<file path="config.mk">
export PLATFORM = sky130hd
export DESIGN_NAME = tnt_queue
export DESIGN_NICKNAME = d
export VERILOG_FILES = /design/src/rtl/tnt_pkg.sv /design/src/rtl/tnt_queue.sv
export SDC_FILE = /design/constraint.sdc
export NUM_CORES = 1
export LEC_CHECK = 0
export ABC_AREA = 1
export BUFFER_PORTS_ARGS = -buffer_cell sky130_fd_sc_hd__buf_2
export CORE_AREA = 2 2 209 211
export DETAILED_ROUTE_END_ITERATION = 8
export DIE_AREA = 0 0 211 213
export PLACE_DENSITY = 0.76
export SLEW_MARGIN = 20
export SYNTH_ARGS = -nofsm -noshare
export SYNTH_HDL_FRONTEND = slang
export SYNTH_SLANG_ARGS = --single-unit
</file>
<file path="constraint.sdc">
create_clock -name clock -period 18.2 [get_ports clock]
set_input_delay 3.64 -clock clock [delete_from_list [all_inputs] [get_ports clock]]
set_output_delay 3.64 -clock clock [all_outputs]
set_load 0.01 [all_outputs]
</file>
<file path="src/rtl/tnt_pkg.sv">
package tnt_pkg;

   localparam int INDEX_BITS_DEF = 16;
   localparam int IDX_W          = 16;
   localparam int POS_W          = 16;
   localparam int UV_W           = 16;
   localparam int COMP_W         = 16;
   localparam int EDGE_W         = 17;
   localparam int PROD_W         = 34;
   localparam int DIFF_W         = 35;
   localparam int MAG_W          = 35;
   localparam int LEAD_W         = 6;
   localparam int SHIFT_W        = 5;
   localparam int TOP_POS        = 29;
   localparam int NRM_W          = 30;
   localparam int SQ_W           = 60;
   localparam int SUM_W          = 62;
   localparam int ROOT_W         = 31;
   localparam int REM_W          = 34;
   localparam int SQRT_STEPS     = 31;
   localparam int FRAC_BITS      = 14;
   localparam int NUM_W          = 45;
   localparam int Q_W            = 15;
   localparam int DIV_STEPS      = 15;
   localparam int UNIT_ONE       = 16384;
   localparam int QUEUE_DEPTH    = 2;

   localparam int ADDR_W         = 3;
   localparam int DATA_W         = 32;
   localparam logic [0:0] REG_NORMALS_ENABLE = 1'b0;

   typedef struct packed {
      logic [IDX_W-1:0]            idx_a;
      logic [IDX_W-1:0]            idx_b;
      logic [IDX_W-1:0]            idx_c;
      logic [2:0][MAG_W-1:0]       n_mag;
      logic [2:0]                  n_neg;
      logic [2:0][MAG_W-1:0]       t_mag;
      logic [2:0]                  t_neg;
      logic                        degenerate;
   } tri_type;

endpackage

</file>
<file path="src/rtl/tnt_queue.sv">
module tnt_queue (
   input  logic             clock,
   input  logic             reset,
   input  logic             push,
   input  tnt_pkg::tri_type push_data,
   input  logic             pop,
   output logic             full,
   output logic             empty,
   output tnt_pkg::tri_type head
);

   localparam int DEPTH = tnt_pkg::QUEUE_DEPTH;
   localparam int PTR_W = (DEPTH > 1) ? $clog2(DEPTH) : 1;
   localparam int CNT_W = $clog2(DEPTH + 1);

   tnt_pkg::tri_type   slot_ff [DEPTH];
   logic [PTR_W-1:0]   wr_ptr_ff, wr_ptr_in;
   logic [PTR_W-1:0]   rd_ptr_ff, rd_ptr_in;
   logic [CNT_W-1:0]   count_ff, count_in;

   assign full  = (count_ff == CNT_W'(DEPTH));
   assign empty = (count_ff == '0);
   assign head  = slot_ff[rd_ptr_ff];

   always_comb begin
      wr_ptr_in = wr_ptr_ff;
      rd_ptr_in = rd_ptr_ff;
      count_in  = count_ff;
      if (push) begin
         wr_ptr_in = (wr_ptr_ff == PTR_W'(DEPTH - 1)) ? '0 : wr_ptr_ff + 1'b1;
      end
      if (pop) begin
         rd_ptr_in = (rd_ptr_ff == PTR_W'(DEPTH - 1)) ? '0 : rd_ptr_ff + 1'b1;
      end
      if (push && !pop) begin
         count_in = count_ff + 1'b1;
      end else if (pop && !push) begin
         count_in = count_ff - 1'b1;
      end
   end

   always_ff @(posedge clock) begin
      if (reset) begin
         wr_ptr_ff <= '0;
         rd_ptr_ff <= '0;
         count_ff  <= '0;
      end else begin
         wr_ptr_ff <= wr_ptr_in;
         rd_ptr_ff <= rd_ptr_in;
         count_ff  <= count_in;
      end
   end

   always_ff @(posedge clock) begin
      if (push) begin
         slot_ff[wr_ptr_ff] <= push_data;
      end
   end

endmodule

</file>
* Yosys cells after proc, flatten, opt, wreduce, memory -nomap -nowiden
Memories as Yosys holds them, arrays and structs flattened. A register that Yosys moved wholly into a read port is not among the register bits.
Cells that the tools add are included.
** Operators by class
- Reduce and logical (&&, ||, !) cells :: 6
- Add/subtract/negate cells :: 4
- Eq/ne operators :: 1
- Mux-type cells :: 8
** Operators with widths (number)
- $mux 1 :: 6
- $mux 2 :: 2
- $add 1x1->1 const B :: 2
- $add 2x1->2 const B :: 1
- $eq 2x2->1 const B :: 1
- $logic_and 1x1->1 :: 2
- $logic_not 1->1 :: 2
- $logic_not 2->1 :: 1
- $reduce_bool 2->1 :: 1
- $sub 2x1->2 const B :: 1
** Word-level totals
- Memory bits (writable) :: 530
- Output and inout port bits :: 267
- Input port bits :: 269
- Word-level logic and storage cells :: 23
- Memories kept :: 1
- Register bits after elaboration :: 4
** Memory list
- slot_ff :: words 2, width 265, rd ports 1, clocked after Yosys merged registers in 1, write ports 1, line tnt_queue.sv:16 : tnt_pkg::tri_type slot_ff [DEPTH];

* Logic depth before layout (Yosys ltp)
Gate-level depths: netlist of the first run.
- Depth after elaboration :: 4
- Mapped depth :: 8

* Least setup slack after synthesis of the first run
OpenSTA, ideal clock, no wires.
- Kind :: in2reg
- From :: input port push
- To :: memory slot_ff[0][0] (netlist bit) (enable)
- Stages :: 2
- Setup time :: 903 ps
- Slack :: 2547 ps
- Data arrival time :: 14749 ps
- Buffers on the path :: 0
- Cells stage by stage :: inv_1 > nor2_1
** On the way
- Cells in the longest elaborated chain, start to end :: 2
** RTL lines
- start: declaration :: line tnt_queue.sv:4 : input logic push,
- $mux 1 :: line tnt_queue.sv:55 : if (push) begin
- $mux 1 (implied by the code) :: line tnt_queue.sv:56 : slot_ff[wr_ptr_ff] <= push_data;
- end: declaration :: line tnt_queue.sv:16
No other way between the ends.

==> key figures, run 1 <==
Run status
  – Status: complete, no violations

Drt
  – Via density: 5.057
  – Post-DRT Antenna Nets: 0
  – Detailed-route wire length: 42.85 mm
  – Via count: 10220
  – Initial DRC count: 781
  – Drt pass-1 iters: 5
  – # DRC: 0
  – Avg WL per Cell: 21.20 um

Power and ir drop
  – Worst VDD drop: 0.08715 mV
  – Combinational fraction of design power: 9.7%
  – Part of the power in registers: 51.7%
  – Pwr dens: 115.4 nW/um^2
  – NetSw: 0.6134 mW
  – Internal: 2.195 mW
  – Clock share of power: 38.7%
  – Switching share of total power: 21.84%
  – Leakage Power: 9.104 nW

Critical path
  – FF-to-FF setup slack: 15.60 ns
  – CP required: 14.56 ns
  – RR Startpoint: wr_ptr_ff
  – R2R depth: 3
  – Critical Path AT: 3.65 ns
  – CP Max Fanout: 75
  – Critical Path Source Type: flip-flop
  – Worst R2R End: slot_ff[1][129]
  – Crit path kind: reg2out
  – Crit path capture type: output port

Placed design
  – GPL Wtd Cong: 0.8273
  – Post-detail-place hpwl: 29.06 mm
  – I/O Buffers: 535
  – Area post-placement: 22570 sq um

Yosys
  – Synth async-reset ratio: 0%
  – Count leader, synth: edfxtp_1
  – Synth Cell Area: 19450 sq um
  – Yosys cell types: 15
  – Primary FF master, synth: edfxtp_1
  – Syn_area_per_cell: 22.69 sq um
  – Syn_nets: 1127
  – Number of synthesized flops with an enable pin: 530
  – Commonest cells post-synth: 530 x edfxtp_1, 265 x mux2_2, 28 x buf_6
  – Area share of the leading cell type in the synthesized netlist: 81.84%
  – Sequential fraction of the synthesis area: 82.36%
  – Synth area leaders: edfxtp_1 82%, mux2_2 15%, buf_6 1.6%
  – Ys Warns: 0
  – Mapped Cells: 857
  – Synth area leader: edfxtp_1
  – Yosys reg bits: 535

STA
  – Final Cycle Share: 40.04%
  – Min Tclk post-route: 7.286 ns
  – Slew Limit Headroom: 28.84%
  – Final setup viols: 0
  – Worst slew pin tran: 1.067 ns
  – Fmax: 0.1372 GHz
  – Setup tns final: 0 ns
  – Final Hold Viols: 0
  – Worst clock skew: 0.01888 ns
  – Max-slew violation count: 0
  – RSZ-0062 raised after global routing: no

GRT
  – First-pass GRT wire length: 61.35 mm
  – Vias in the first global route: 10510
  – Grt ovf: 0
  – Pin count of the biggest net entering global routing: 123
  – GR Util All Layers: 18.19%
  – Initial antenna violation count: 9

CTS
  – PostCTS Resize Cnt: 0
  – Clock slew at reported path FFs: 0.06 ns
  – H-Tree Depth: 2
  – Worst skew pair latency: 0.57 ns
  – Clk buf depth: 3
  – Cts bufs inserted: 53
  – Sink Count: 535
  – CTS root buf: clkbuf_16
  – TritonCTS clock tree: done
  – Hold-fix buffers at CTS: 0
  – Setup Buffers After CTS: 0

Final layout
  – Fill count: 3188
  – Layout area overhead: 25.16%
  – Share of cells above drive strength 1: 60.84%
  – Final #Nets: 1697
  – Fin area: 24340 sq um

Die
  – Die area: 44940 sq um
  – Die height: 213 um
  – Core Area: 42700 sq um
  – Top-Level Pins: 536
  – Starting Density: 45.55%
  – Chip Width: 211 um
  – Std cell rows: 76

Min path
  – Worst Hold End: rd_ptr_ff
  – Worst hold path stage count: 2
  – Worst Hold Class: reg2reg
  – Hold Startpoint: rd_ptr_ff

Job
  – Max_cap viols: 0
-- worst max path at each step --
stage | start | to | cells past startpoint
6_report | flip-flop | head[28] | 4
5_1_grt | flip-flop | head[28] | 4
4_1_cts | flip-flop | head[9] | 4
3_5_place_dp | flip-flop | head[28] | 4
3_3_place_gp | flip-flop | head[105] | 4
2_1_floorplan | push | slot_ff[0][0] | 2
-- cell usage in the layout, fill, tap and decap left out, drive strengths merged --
cell type and instances:
ha 1, nand2 5, o21ai 1, diode 4, dfxtp 5, nand3 1
inv 11, bufinv 6, xnor2 1, nand4 1, buf 544, mux2 265
a21oi 1, clkinv 23, edfxtp 530, nor2 7, nor3 1, clkinvlp 4
clkbuf 64
-- worst max-delay path, stage by stage (launching register included) --
cell	delay (ns)
dfxtp_4	0.83
buf_4	0.71
buf_4	0.84
mux2_2	0.43
buf_2	0.15
-- power by group through the flow --
stage	clock network (mW)	logic, mW	registers, mW
4_1_cts	1.11	0.275	1.45
5_1_grt	1.15	0.292	1.46
3_5_place_dp	0	0.274	1.48
3_3_place_gp	0	0.265	1.47
6_report	1.09	0.271	1.45
2_1_floorplan	0	0.162	1.49
-- kinds of logic (layout without fill, tap and decap cells) --
group	Yosys count	after routing	share of synthesized area, %
AOI/OAI and AO/OA	2	2	0.05142
other	0	4	0
DFF	535	535	82.36
adders and majority gates	1	1	0.06433
buffers and inverters	38	652	1.821
and+or+nand+nor	15	15	0.3153
xor gates and xnor gates	1	1	0.04505
muxes	265	265	15.35
-- layer usage --
layer / global-route usage, % / vias to the layer above / part of all wire (%)
li1: - / 4566 / -
met1: 21.95 / 4988 / 38
met4: 6.387 / 8 / 2.3
met3: 6.016 / 77 / 11
met2: 30.72 / 581 / 49
met5: 0 / - / 0.11
-- cell type report --
cell class | count | area (sq um) | share of cell area [%]
inverter | 9 | 41.29 | 0.1696
antenna | 4 | 10.01 | 0.04112
clock inverter | 35 | 336.6 | 1.383
timing repair buffer | 544 | 2745 | 11.28
tap | 546 | 683.2 | 2.807
sequential | 535 | 16020 | 65.81
multi-input combinational | 284 | 3084 | 12.67
clock buffer | 64 | 1420 | 5.835
-- metrics by stage --
stage | power, mW | util [%] | worst slack, ns | instances | hold WS [ns]
3_5_place_dp | 1.749 | 52.87 | 11.49 | 1918 | 0.5276
5_1_grt | 2.900 | 57.00 | 10.69 | 2019 | 0.5749
3_3_place_gp | 1.740 | 52.87 | 11.59 | 1918 | 0.4999
6_report | 2.809 | 57.01 | 10.91 | 2021 | 0.5371
4_1_cts | 2.838 | 56.98 | 10.83 | 2017 | 0.5416
2_1_floorplan | 1.648 | - | 2.547 | 857 | 0.4799
-- flip-flops by register name, summed over array words and instances (netlist names), named ones only --
signal and cells:
slot_ff 530, count_ff 2, rd_ptr_ff 1, wr_ptr_ff 1
No activity file was read; power rests on OpenSTA's default activity.
==> inputs of run 2 (changes only) <==
==> constraint.sdc (replaced) <==
create_clock -name clock -period 6.9 [get_ports clock]
set_input_delay 1.38 -clock clock [delete_from_list [all_inputs] [get_ports clock]]
set_output_delay 1.38 -clock clock [all_outputs]
set_load 0.01 [all_outputs]
==> run 2 against run 1 <==
Final area is 0.58% lower. Clock power increased by 140%. Sequential share of layout area is 0.38 points higher. Routed wire length shrank 2.2%. Die area stayed put. Setup slack lost 8.3 ns. Non-clock buffer count is 3 lower. Critical endpoint is now head[53]. Highest routed layer unchanged.
==> key figures, run 2 (same netlist as run 1, synthesis figures left out) <==
Final layout
  – Most frequent cells in the layout: 535 x buf_2, 530 x edfxtp_1, 265 x mux2_2, 55 x clkbuf_16, 19 x clkbuf_1
  – Most common cell after layout, fill and taps aside: buf_2
  – Max reg flops: 530
  – Final #Nets: 1694
  – Layout area overhead: 24.44%
  – Fill count: 3197
  – Register Area: 16020 sq um
  – Share of cells above drive strength 1: 59.65%
  – Biggest regs: slot_ff x530, count_ff x2
  – Finished Layout Cells: 2022
  – Largest Register: slot_ff
  – Multi-input gate area: 3084 sq um

Die
  – Std cell rows: 76
  – Top-Level Pins: 536
  – Die height: 213 um
  – Core Area: 42700 sq um
  – Chip Width: 211 um
  – Die area: 44940 sq um
  – Starting Density: 45.55%

Drt
  – Drt pass-1 iters: 5
  – Via count: 10025
  – Avg WL per Cell: 20.72 um
  – Via density: 4.958
  – # DRC: 0
  – Detailed-route wire length: 41.89 mm
  – Initial DRC count: 705
  – Post-DRT Antenna Nets: 0

Placed design
  – Cells after DPL: 1915
  – I/O Buffers: 535
  – Post-detail-place hpwl: 28.17 mm
  – GPL Wtd Cong: 0.8316

Min path
  – Worst hold path stage count: 2
  – Hold Startpoint: rd_ptr_ff
  – Worst Hold Class: reg2reg

Critical path
  – CP required: 5.52 ns
  – Crit path capture type: output port
  – Crit path kind: reg2out
  – Worst R2R End: slot_ff[1][175]
  – CP Max Fanout: 152
  – RR Startpoint: wr_ptr_ff
  – Critical Path Source Type: flip-flop
  – FF-to-FF setup slack: 4.47 ns
  – R2R depth: 4
  – Critical Path AT: 2.87 ns

STA
  – Worst slew pin tran: 1.092 ns
  – Final Cycle Share: 61.54%
  – Final Hold Viols: 0
  – RSZ-0062 raised after global routing: no
  – Max-slew violation count: 0
  – Slew Limit Headroom: 27.22%
  – Hold_ws: 0.5239 ns
  – Setup tns final: 0 ns
  – Min Tclk post-route: 4.246 ns
  – Final setup viols: 0
  – Worst clock skew: 0.01696 ns
  – Fmax: 0.2355 GHz

CTS
  – Clock slew at reported path FFs: 0.06 ns
  – H-Tree Depth: 2
  – Worst skew pair latency: 0.59 ns
  – Sink Count: 535
  – Clk buf depth: 3
  – TritonCTS clock tree: done
  – PostCTS Resize Cnt: 0
  – Cts bufs inserted: 53
  – CTS root buf: clkbuf_16
  – Setup Buffers After CTS: 0
  – Hold-fix buffers at CTS: 0

GRT
  – GR Util met1: 20.19%
  – Met3 Resource Use GR: 6.442%
  – Grt ovf: 0
  – Initial antenna violation count: 13
  – GR Util met2: 30.59%
  – GR Util All Layers: 17.78%
  – Layer carrying the most global-route usage: met2
  – Pin count of the biggest net entering global routing: 153
  – First-pass GRT wire length: 59.49 mm
  – Vias in the first global route: 10519

Power and ir drop
  – Leakage Power: 8.997 nW
  – Pwr dens: 295.1 nW/um^2
  – Worst VDD drop: 0.2531 mV

Run status
  – Status: complete, no violations

Job
  – Max_cap viols: 0
==> run 2: cell types whose count changed in the layout (fill, tap and decap cells not counted), moves of 5 or more <==
cell / change
diode_2: +5
clkbuf_1: +11
buf_4: -8
buf_12: +5
clkinv_2: -8
clkinv_1: +5
bufinv_16: -6
==> run 2: per-stage QoR <==
step | setup WS (ns) | util (%) | instance area, sq um | power (mW)
detailed placement | 3.273 | 52.95 | 22610 | 4.618
CTS | 2.618 | 56.63 | 24180 | 7.223
global route | 2.524 | 56.65 | 24190 | 7.388
global placement | 3.251 | 52.95 | 22610 | 4.598
finish | 2.654 | 56.68 | 24200 | 7.142
floorplan | 1.073 | - | 19460 | 4.311
==> run 2: how the worst max path moves through the flow <==
stage               cells after the start  startpoint  slack, ns       endpoint
CTS                                     3   flip-flop       2.62      head[150]
global route                            3   flip-flop       2.52       head[51]
global placement                        3   flip-flop       3.25      head[150]
floorplan                               2        push       1.07  slot_ff[1][0]
detailed placement                      3   flip-flop       3.27      head[150]
finish                                  3   flip-flop       2.65       head[53]
==> run 2: critical path, stage by stage (launching register included) <==
cell and delay [ns]:
dfxtp_4 0.78, buf_12 0.51, mux2_2 0.43, buf_2 0.15
==> run 2: layout make-up <==
| type | instances | area share, % |
|---|---|---|
| multi-input cells | 284 | 12.74 |
| repair buffers | 541 | 11.51 |
| well taps | 546 | 2.823 |
| flip-flops and latches | 535 | 66.20 |
| clock buffers | 74 | 5.982 |
| clock inverters | 24 | 0.4964 |
| inverters | 9 | 0.1551 |
| diodes | 9 | 0.09307 |
==> run 2: power by group <==
group | leakage [nW] | internal, mW | switching (mW)
registers | 5.02 | 3.77 | 0.0530
clock network | 0.758 | 1.46 | 1.14
logic | 3.22 | 0.333 | 0.387
==> run 2: metal layers <==
| layer | vias to the layer above | part of all wire, % |
|---|---|---|
| met4 | 10 | 2.6 |
| met5 | - | 0.16 |
| li1 | 4570 | - |
| met1 | 4924 | 37 |
| met3 | 77 | 9.7 |
| met2 | 444 | 50 |
